`src/hdl/olpe_pkg.sv`:
```
// Shared types and constants for the one-wire LED pulse encoder.
// No dependencies; every other file of the block refers to it by scoped names.
package olpe_pkg;

   // Bits in one colour word as sent on the line (range 8 to 32).
   localparam int unsigned WORD_BITS  = 24;
   // Width of the colour word field on the request channel.
   localparam int unsigned COLOR_W    = 24;
   // Phase length registers and the tick counter.
   localparam int unsigned LEN_W      = 10;
   // Bit counter, wide enough to hold WORD_BITS itself.
   localparam int unsigned BITCNT_W   = $clog2(WORD_BITS + 1);
   // Register index on the configuration channel.
   localparam int unsigned CSR_IDX_W  = 1;

   localparam logic [LEN_W-1:0] LONG_RESET  = LEN_W'(36);
   localparam logic [LEN_W-1:0] SHORT_RESET = LEN_W'(16);

   typedef enum logic [CSR_IDX_W-1:0] {
      CSR_LONG_CYCLES  = 1'b0,
      CSR_SHORT_CYCLES = 1'b1
   } csr_index_type;

   typedef enum logic {
      OP_TICK = 1'b0,
      OP_LOAD = 1'b1
   } op_type;

   // Phase lengths as seen by the encoder core.
   typedef struct packed {
      logic [LEN_W-1:0] long_cycles;
      logic [LEN_W-1:0] short_cycles;
   } timing_type;

   // One result item.
   typedef struct packed {
      logic pin_level;
      logic busy_res;
      logic load_accepted;
      logic word_done;
   } result_type;

   // A zero length counts as a single tick.
   function automatic logic [LEN_W-1:0] clamp_len(input logic [LEN_W-1:0] len);
      clamp_len = (len == '0) ? LEN_W'(1) : len;
   endfunction

endpackage

```
`src/hdl/olpe_csr.sv`:
```
// Configuration registers of the one-wire LED pulse encoder: the two phase lengths.
// Depends on olpe_pkg.
module olpe_csr (
   input  logic                                 clock,
   input  logic                                 reset,
   input  logic                                 csr_valid,
   input  logic [olpe_pkg::CSR_IDX_W-1:0]       csr_index,
   input  logic [olpe_pkg::LEN_W-1:0]           csr_wdata,
   output olpe_pkg::timing_type                 timing
);

   olpe_pkg::timing_type timing_ff;
   olpe_pkg::timing_type timing_in;

   always_comb begin
      timing_in = timing_ff;
      if (csr_valid) begin
         unique case (olpe_pkg::csr_index_type'(csr_index))
            olpe_pkg::CSR_LONG_CYCLES:  timing_in.long_cycles  = csr_wdata;
            olpe_pkg::CSR_SHORT_CYCLES: timing_in.short_cycles = csr_wdata;
            default:                    timing_in = timing_ff;
         endcase
      end
   end

   always_ff @(posedge clock) begin
      if (reset) begin
         timing_ff.long_cycles  <= olpe_pkg::LONG_RESET;
         timing_ff.short_cycles <= olpe_pkg::SHORT_RESET;
      end else begin
         timing_ff <= timing_in;
      end
   end

   assign timing = timing_ff;

endmodule

```
`src/hdl/olpe_core.sv`:
```
// Waveform state and per-item next-state logic of the one-wire LED pulse encoder.
// Depends on olpe_pkg.
module olpe_core (
   input  logic                                 clock,
   input  logic                                 reset,
   input  logic                                 advance,
   input  logic                                 op,
   input  logic [olpe_pkg::COLOR_W-1:0]         color_word,
   input  olpe_pkg::timing_type                 timing,
   output olpe_pkg::result_type                 result
);

   logic [olpe_pkg::WORD_BITS-1:0] shift_word_ff, shift_word_in;
   logic [olpe_pkg::BITCNT_W-1:0]  bits_left_ff,  bits_left_in;
   logic                           phase_high_ff, phase_high_in;
   logic [olpe_pkg::LEN_W-1:0]     phase_count_ff, phase_count_in;
   logic                           sending_ff,    sending_in;

   logic [olpe_pkg::LEN_W-1:0]     len_long;
   logic [olpe_pkg::LEN_W-1:0]     len_short;
   logic [olpe_pkg::LEN_W-1:0]     len;
   logic [olpe_pkg::LEN_W-1:0]     count_next;
   logic                           phase_end;
   logic [olpe_pkg::BITCNT_W-1:0]  bits_dec;

   assign len_long   = olpe_pkg::clamp_len(timing.long_cycles);
   assign len_short  = olpe_pkg::clamp_len(timing.short_cycles);
   // A one bit is long then short, a zero bit short then long.
   assign len        = (shift_word_ff[0] == phase_high_ff) ? len_long : len_short;
   assign count_next = phase_count_ff + olpe_pkg::LEN_W'(1);
   assign phase_end  = (count_next == '0) || (count_next >= len);
   assign bits_dec   = (bits_left_ff != '0) ? bits_left_ff - olpe_pkg::BITCNT_W'(1) : '0;

   always_comb begin
      shift_word_in  = shift_word_ff;
      bits_left_in   = bits_left_ff;
      phase_high_in  = phase_high_ff;
      phase_count_in = phase_count_ff;
      sending_in     = sending_ff;
      result         = '0;

      if (op == olpe_pkg::OP_LOAD) begin
         if (!sending_ff) begin
            shift_word_in        = olpe_pkg::WORD_BITS'(color_word);
            bits_left_in         = olpe_pkg::BITCNT_W'(olpe_pkg::WORD_BITS);
            phase_high_in        = 1'b1;
            phase_count_in       = '0;
            sending_in           = 1'b1;
            result.load_accepted = 1'b1;
         end
      end else if (sending_ff) begin
         result.pin_level = phase_high_ff;
         phase_count_in   = count_next;
         if (phase_end) begin
            phase_count_in = '0;
            if (phase_high_ff) begin
               phase_high_in = 1'b0;
            end else begin
               shift_word_in = shift_word_ff >> 1;
               bits_left_in  = bits_dec;
               if (bits_dec == '0) begin
                  sending_in       = 1'b0;
                  result.word_done = 1'b1;
               end else begin
                  phase_high_in = 1'b1;
               end
            end
         end
      end
      result.busy_res = sending_in;
   end

   always_ff @(posedge clock) begin
      if (reset) begin
         shift_word_ff  <= '0;
         bits_left_ff   <= '0;
         phase_high_ff  <= 1'b0;
         phase_count_ff <= '0;
         sending_ff     <= 1'b0;
      end else if (advance) begin
         shift_word_ff  <= shift_word_in;
         bits_left_ff   <= bits_left_in;
         phase_high_ff  <= phase_high_in;
         phase_count_ff <= phase_count_in;
         sending_ff     <= sending_in;
      end
   end

   a_load_starts: assert property (@(posedge clock) disable iff (reset)
      advance && result.load_accepted |=> sending_ff && phase_high_ff && bits_left_ff != '0)
      else $error("accepted load did not start a word");

   a_done_stops: assert property (@(posedge clock) disable iff (reset)
      advance && result.word_done |=> !sending_ff)
      else $error("word end did not return the line to idle");

   a_idle_count: assert property (@(posedge clock) disable iff (reset)
      !sending_ff |-> bits_left_ff == '0)
      else $error("idle with bits still pending");

   a_busy_count: assert property (@(posedge clock) disable iff (reset)
      sending_ff |-> bits_left_ff != '0)
      else $error("sending with no bits left");

   a_pin_high: assert property (@(posedge clock) disable iff (reset)
      result.pin_level |-> sending_ff && phase_high_ff && op == olpe_pkg::OP_TICK)
      else $error("line driven high outside a high phase");

endmodule

```
`src/hdl/one_wire_led_pulse_encoder.sv`:
```
// Top level of the one-wire LED pulse encoder: input register, core and result register.
// Depends on olpe_pkg, olpe_csr and olpe_core.
//
// Usage. Each request item is either a tick (req_op = 0), standing for one time
// step of the LED line, or a load (req_op = 1) carrying a colour word in
// req_color_word. A load taken while idle starts a word, sent least significant
// bit first; a load while a word is in flight is refused (rsp_load_accepted = 0).
// Every request item yields exactly one response item giving the line level for
// that tick, whether a word is still in flight, whether a load was taken and
// whether this tick ended the word.
// An item is captured in the input register, worked on in one pass of short logic
// against the waveform state, and its result is held in the response register.
// Throughput is one item per cycle while rsp_stall is low, set by the single state
// update per item. While a finished result waits to be collected, the input
// register can still take one more item.
// When rsp_stall holds a result, the input register fills and then req_stall
// rises until the result is taken; nothing is lost or repeated.
// Reset (synchronous, active high) empties both registers, idles the line and
// loads the phase lengths 36 (long) and 16 (short). The configuration channel is
// always ready; it is to be written only while the block holds no item.
module one_wire_led_pulse_encoder (
   input  logic                                 clock,
   input  logic                                 reset,
   // request channel
   input  logic                                 req_valid,
   output logic                                 req_stall,
   input  logic                                 req_op,
   input  logic [olpe_pkg::COLOR_W-1:0]         req_color_word,
   // response channel
   output logic                                 rsp_valid,
   input  logic                                 rsp_stall,
   output logic                                 rsp_pin_level,
   output logic                                 rsp_busy_res,
   output logic                                 rsp_load_accepted,
   output logic                                 rsp_word_done,
   // configuration channel
   input  logic                                 csr_valid,
   output logic                                 csr_ready,
   input  logic [olpe_pkg::CSR_IDX_W-1:0]       csr_index,
   input  logic [olpe_pkg::LEN_W-1:0]           csr_wdata
);

   olpe_pkg::timing_type timing;
   olpe_pkg::result_type core_result;

   logic                           in_valid_ff, in_valid_in;
   logic                           in_op_ff;
   logic [olpe_pkg::COLOR_W-1:0]   in_word_ff;
   logic                           rsp_valid_ff, rsp_valid_in;
   olpe_pkg::result_type           rsp_data_ff;

   logic move;      // input item goes through the core into the result register
   logic req_take;  // request item captured this cycle

   // The result register can take a new item when empty or being emptied.
   assign move      = in_valid_ff && (!rsp_valid_ff || !rsp_stall);
   // The input register can load when empty or when its item moves on.
   assign req_stall = in_valid_ff && !move;
   assign req_take  = req_valid && !req_stall;
   assign csr_ready = 1'b1;

   assign in_valid_in  = req_take || (in_valid_ff && !move);
   assign rsp_valid_in = move || (rsp_valid_ff && rsp_stall);

   olpe_csr u_csr (
      .clock     (clock),
      .reset     (reset),
      .csr_valid (csr_valid),
      .csr_index (csr_index),
      .csr_wdata (csr_wdata),
      .timing    (timing)
   );

   olpe_core u_core (
      .clock      (clock),
      .reset      (reset),
      .advance    (move),
      .op         (in_op_ff),
      .color_word (in_word_ff),
      .timing     (timing),
      .result     (core_result)
   );

   always_ff @(posedge clock) begin
      if (reset) begin
         in_valid_ff  <= 1'b0;
         rsp_valid_ff <= 1'b0;
      end else begin
         in_valid_ff  <= in_valid_in;
         rsp_valid_ff <= rsp_valid_in;
      end
      // Payload registers follow their handshakes and need no reset.
      if (req_take) begin
         in_op_ff   <= req_op;
         in_word_ff <= req_color_word;
      end
      if (move) begin
         rsp_data_ff <= core_result;
      end
   end

   assign rsp_valid         = rsp_valid_ff;
   assign rsp_pin_level     = rsp_data_ff.pin_level;
   assign rsp_busy_res      = rsp_data_ff.busy_res;
   assign rsp_load_accepted = rsp_data_ff.load_accepted;
   assign rsp_word_done     = rsp_data_ff.word_done;

   a_no_overwrite: assert property (@(posedge clock) disable iff (reset)
      rsp_valid_ff && rsp_stall |-> !move)
      else $error("held result overwritten");

   a_held_input: assert property (@(posedge clock) disable iff (reset)
      in_valid_ff && !move |=> in_valid_ff && $stable(in_op_ff) && $stable(in_word_ff))
      else $error("waiting input item lost or changed");

   a_move_fills: assert property (@(posedge clock) disable iff (reset)
      move |=> rsp_valid_ff)
      else $error("item moved but no result presented");

endmodule
```
`config.mk`:
```
export PLATFORM = sky130hd
export DESIGN_NAME = one_wire_led_pulse_encoder
export DESIGN_NICKNAME = d
export VERILOG_FILES = /design/src/hdl/olpe_pkg.sv /design/src/hdl/olpe_csr.sv /design/src/hdl/olpe_core.sv /design/src/hdl/one_wire_led_pulse_encoder.sv
export SDC_FILE = /design/constraint.sdc
export NUM_CORES = 1
export LEC_CHECK = 0
export ABC_AREA = 1
export BUFFER_PORTS_ARGS = -buffer_cell sky130_fd_sc_hd__buf_4
export CORE_MARGIN = 3
export CORE_UTILIZATION = 35
export CTS_BUF_LIST = sky130_fd_sc_hd__clkbuf_2 sky130_fd_sc_hd__clkbuf_4 sky130_fd_sc_hd__clkbuf_8
export CTS_CLUSTER_SIZE = 14
export DETAILED_ROUTE_END_ITERATION = 12
export HOLD_SLACK_MARGIN = 0.05
export PLACE_DENSITY_LB_ADDON = 0.1
export SLEW_MARGIN = 20
export SYNTH_ARGS = -nofsm -noshare
export SYNTH_HDL_FRONTEND = slang
export SYNTH_HIERARCHICAL = 1
export SYNTH_SLANG_ARGS = --single-unit
```
`constraint.sdc`:
```
create_clock -name clock -period 5.1 [get_ports clock]
set_clock_uncertainty 0.15 [all_clocks]
set_input_delay 1.02 -clock clock [delete_from_list [all_inputs] [get_ports clock]]
set_output_delay 1.02 -clock clock [all_outputs]
set_load 0.01 [all_outputs]
```
-- Word level (Yosys, flattened, before mapping)
Cells that the tools add are included.
- add/subtract/negate cells: 2
- reductions and logical operators: 26
- mux-type cells: 30
- bitwise logic cells: 3
- equality and inequality tests: 3
- order comparisons: 1
- operators by type and width (cell ; number):
    24-bit 2-to-1 mux ; 5
    10-bit 2-to-1 mux ; 7
    10-bit zero test ; 3
    5-bit 2-to-1 mux ; 6
    1-bit 2-to-1 mux ; 12
    10-bit by 1-bit adder with 10-bit output (second input constant) ; 1
    10-bit greater-or-equal comparator ; 1
    5-bit zero test ; 1
    5-bit AND reduction ; 1
    5-bit nonzero test ; 1
    5-bit by 1-bit subtractor with 5-bit output (second input constant) ; 1
    1-bit logical AND ; 4
    1-bit zero test ; 4
    1-bit logical OR ; 4
    2-bit != test (second input constant) ; 2
    2-bit AND reduction ; 2
    4-bit AND reduction ; 1
    2-bit nonzero test ; 2
    4-bit OR reduction ; 1
    1-bit inverter ; 3
    3-bit AND reduction ; 1
    2-bit OR reduction ; 1
    1-bit equality test ; 1
- bits of input ports: 41
- output and inout port bits: 7
- flip-flop bits (word level): 92
- logic and storage cells: 80

-- Logic depth before layout (Yosys ltp)
- word-level depth: 8
- mapped depth: 21
- mapped depth without buffers: 19

-- Hierarchy
Netlist, hierarchy kept.
- modules (own cells, without submodules) (module ; times used ; area an instance (um^2) ; seq. area each (um^2) ; cells each):
    olpe_core ; 1 ; 2788.9 ; 820.8 ; 461
    one_wire_led_pulse_encoder ; 1 ; 973.4 ; 910.9 ; 43
    olpe_csr ; 1 ; 838.3 ; 400.4 ; 108

-- Least setup slack after synthesis
Ideal clock, no wire load.
- path type: flip-flop to flip-flop
- start: register u_core.phase_high_ff
- end: register u_core/shift_word_ff[1] (netlist name)
- required time: 4837 ps
- path slack: 2379 ps
- cell stages (with the launch flop): 21
- clock period less this slack: 2721 ps
- setup time: 113 ps
- arrival: 2459 ps
- path buffers: 3
- cell sequence: dfxtp_1 inv_1 nand2_1 nand2_1 clkbuf_1 nand2_1 o22ai_1 inv_1 ha_1 o21ai_0 nand2_1 nand3_1 nand3_1 nor2_1 nand3_2 nand3_2 buf_6 buf_6 nand2_2 nand2_1 nor2_1
- word-level cells in the longest chain between the ends: 6
- elaborated cells between the ends (all ways): 7
- classes of those cells: 1 x order compare; 2 x eq/ne; 1 x mux; 3 x reduce/logical
- RTL lines (what ; RTL line ; text):
    start: declaration ; olpe_core.sv:15 ; logic phase_high_ff, phase_high_in;
    start signal: assignment ; olpe_core.sv:83 ; phase_high_ff <= phase_high_in;
    1-bit equality test ; olpe_core.sv:29 ; assign len = (shift_word_ff[0] == phase_high_ff) ? len_long : len_short;
    10-bit 2-to-1 mux ; olpe_core.sv:29 ;
    10-bit greater-or-equal comparator ; olpe_core.sv:31 ; assign phase_end = (count_next == '0) || (count_next >= len);
    1-bit logical OR ; olpe_core.sv:31 ;
    2-bit nonzero test (no line) ; - ;
    5-bit AND reduction (no line) (*) ; - ;
    end signal: assignment ; olpe_core.sv:81 ; shift_word_ff <= shift_word_in;
    end: declaration ; olpe_core.sv:13 ; logic [olpe_pkg::WORD_BITS-1:0] shift_word_ff, shift_word_in;
Every way passes the cells marked *; elsewhere a longest branch is shown, timed or not.
A chain may end at the register's enable or synchronous reset.

-- Worst setup path in the final report
- start: register u_core.phase_high_ff
- end: register u_core/shift_word_ff[19] (netlist name)
The elaborated chain is that of the path after synthesis.

==> flow_metrics.env <==
export IMPL_wl_mm=9.47
export IMPL_synthTopCellsByArea="dfxtp_1, edfxtp_1, nand2_1"
export IMPL_synth_edf_count=29
export IMPL_cts_resized=0
export IMPL_synth_top_family_by_area="simple AND/OR/NAND/NOR gates"
export IMPL_cts_tree="built"
export IMPL_synthXorXnorAreaFrac_pct=0.190
export IMPL_cp_end_kind="register"
export IMPL_area_delta_synth_final_pct=13.2
export IMPL_num_rows=41
export IMPL_period_share_pct=65.9
export IMPL_firstDrtPassIters=4
export IMPL_start_util_pct=36.2
export IMPL_setup_violations=0
export IMPL_layout_nets=701
export IMPL_nFillCells=1350
export IMPL_holdWs_ns=0.333
export IMPL_place_gp_congestion=0.826
export IMPL_syn_nets=667
export IMPL_die_w_um=121
export IMPL_clk_insertion_delay_late_ns=0.36
export IMPL_cp_arrival_ns=3.47
export IMPL_ant_nets=0
export IMPL_cts_buffers=9
export IMPL_hp_class="reg -> reg"
export IMPL_slew_violations=0
export IMPL_critPathKind="reg -> reg"
export IMPL_status="finished, final reports clean"
export IMPL_die_y_um=121
export IMPL_yosysMostFrequentCell="nand2_1"
export IMPL_tns_ns=0
export IMPL_cp_cell_sequence="inv_1, nand2_1, nand2_1, inv_1, nand2_1, o22ai_1, inv_1, ha_1, o21ai_0, nand2_1, nand3_1, nand3_1, nor2_1, nand3_2, nand3_2, buf_4, nand2_1, nand2_1, nor2_1"
export IMPL_synth_compound_area_share_pct=7.53
export IMPL_grt_pass1_wl_mm=16.1
export IMPL_via_per_inst=4.48
export IMPL_clock_root_buffer="clkbuf_8"
export IMPL_antenna_found_initial=0
export IMPL_rsz0062_at_grt="no"
export IMPL_ys_seq_area_share_pct=46.3
export IMPL_ys_ff_latch=92
export IMPL_hold_buffers=0
export IMPL_async_flop_share_pct=0
export IMPL_hpwl_mm=6.86
export IMPL_dieArea_um2=14600
export IMPL_drc_errors=0
export IMPL_synthSimpleGateAreaFrac_pct=30.9
export IMPL_overflow=0
export IMPL_grt_util_all_layers_pct=13.8
export IMPL_hold_viol=0
export IMPL_synth_cell_types=34
export IMPL_grt_pass1_vias=3564
export IMPL_post_cts_setup_buffers=0
export IMPL_synthCells=612
export IMPL_clock_sinks=92
export IMPL_synth_ff_type="dfxtp_1"
export IMPL_io_buffer_count=46
export IMPL_crit_fanout=40
export IMPL_start_kind="register"
export IMPL_yosysTopAreaCell="dfxtp_1"
export IMPL_ios=48
export IMPL_drt_iter0_drc=213
export IMPL_p_leak_uw=0.00247
export IMPL_regArea_um2=2130
export IMPL_worstPathRequired_ns=5.21
export IMPL_synth_warnings=6
export IMPL_synth_top_area_share_pct=27.4
export IMPL_wl_per_cell_um=11.5
export IMPL_vias=3691
export IMPL_cap_violations=0
export IMPL_synth_common_cells="nand2_1, nor2_1, inv_1"
export IMPL_n_antenna_cell=0
export IMPL_powerDensity_nw_per_um2=283
export IMPL_synthMuxAreaShare_pct=0.870
export IMPL_synthAdderAreaFrac_pct=3.81
export IMPL_worst_path_buf_inv=4
export IMPL_multi_input_area_um2=2000
export IMPL_vdd_ir_drop_max_mv=0.150
export IMPL_cts_buffer_depth=2
export IMPL_timing_worst_slew_pin_value_ns=0.995
export IMPL_htreeDepth=3
export IMPL_critPathMaxStageDelay_ns=0.45
export IMPL_fmax_ghz=0.298
export IMPL_avgSynthCellArea_um2=7.52
export IMPL_grt_max_degree=57
export IMPL_crit_family="simple AND/OR/NAND/NOR gates"
export IMPL_core_um2=12700
export IMPL_cpMostUsedCell="nand2_1"
export IMPL_syn_area_um2=4600
export IMPL_drive_gt1_share_pct=15.4
export IMPL_clk_pin_slew_ns=0.09
export IMPL_critical_path_slowest_cell="buf_4"
export IMPL_fin_crit_ns=3.36
export IMPL_slew_headroom_pct=33.6
==> logic make-up (layout without fill, tap and decap cells) <==
group	Yosys count	after routing
muxes	4	4
buffers and inverters	107	146
xor gates and xnor gates	1	1
and+or+nand+nor	328	328
DFF	92	92
adders and majority gates	14	14
other	1	1
AOI/OAI and AO/OA	65	65
==> cells in the final DEF (no fill, tap or decap), types with 3 or more instances in the layout <==
master      n
clkbuf_8   12
nor2_1    105
nand3_2    12
mux2i_1     4
clkbuf_4    3
o21ai_1     8
o21bai_1    3
inv_1      77
nor4_1      4
o21ai_0    32
nand4_1     7
nand3_1    23
ha_1       14
dfxtp_1    63
nand2_1   156
edfxtp_1   29
a21oi_1    17
nand2_2    15
buf_4      48
==> report_power, final <==
group	internal [uW]	leakage, uW	switching, uW
Combinational	72.0	0.00158	111
Clock	234	0.000100	247
Sequential	793	0.000797	17.5
Total	1100	0.00247	375
==> layer usage <==
metal / wire length, um / track usage [%]
met1: 4660 / 17.5
met4: 99 / 3.97
met2: 4300 / 22.2
met5: 0 / 0
met3: 411 / 5.05
==> worst paths after layout <==
check,cells after the start,slack [ns],to,start
worst max-delay path,19,1.74,u_core/shift_word_ff[19],u_core/phase_high_ff
worst min-delay path,2,0.33,u_csr/timing[4],u_csr/timing[4]
worst max register to register,19,1.74,u_core/shift_word_ff[19],u_core/phase_high_ff
worst min register to register,2,0.33,u_csr/timing[4],u_csr/timing[4]
==> worst register-to-register path: cells and delay by family, from the launching register on <==
kind,cells,cell delay (ns)
AO/OA/AOI/OAI,2,0.25
adder cells (fa/ha/maj),1,0.26
buffers and inverters,4,0.83
flip-flops,1,0.35
AND/OR/NAND/NOR,12,1.42
==> state kept, by name, indices dropped and copies added, names as in the netlist, 5 cells and up <==
signal / count
in_word_ff: 24
u_core/bits_left_ff: 5
u_core/phase_count_ff: 10
u_core/shift_word_ff: 24
u_csr/timing: 20
==> cell type report <==
| cell class | count | share of cell area (%) |
|---|---|---|
| Clock buffer | 15 | 3.60 |
| Clock inverter | 1 | 0.144 |
| Inverter | 82 | 5.93 |
| Multi-Input combinational cell | 413 | 38.3 |
| Sequential cell | 92 | 40.9 |
| Tap cell | 172 | 4.13 |
| Timing Repair Buffer | 48 | 6.92 |
==> stage by stage <==
| stage | total power [uW] | setup slack, ns | cells | utilization, % | cell area (um2) |
|---|---|---|---|---|---|
| after floorplan | 957 | 2.38 | 612 | - | 4600 |
| after CTS | 1500 | 1.72 | 823 | 40.9 | 5210 |
| after detailed placement | 1010 | 1.71 | 807 | 39.4 | 5010 |
| after global placement | 1010 | 1.81 | 807 | 39.4 | 5010 |
| after global routing | 1560 | 1.26 | 823 | 40.9 | 5210 |
| final | 1470 | 1.74 | 823 | 40.9 | 5210 |
Power figures use the tool's default switching activity.
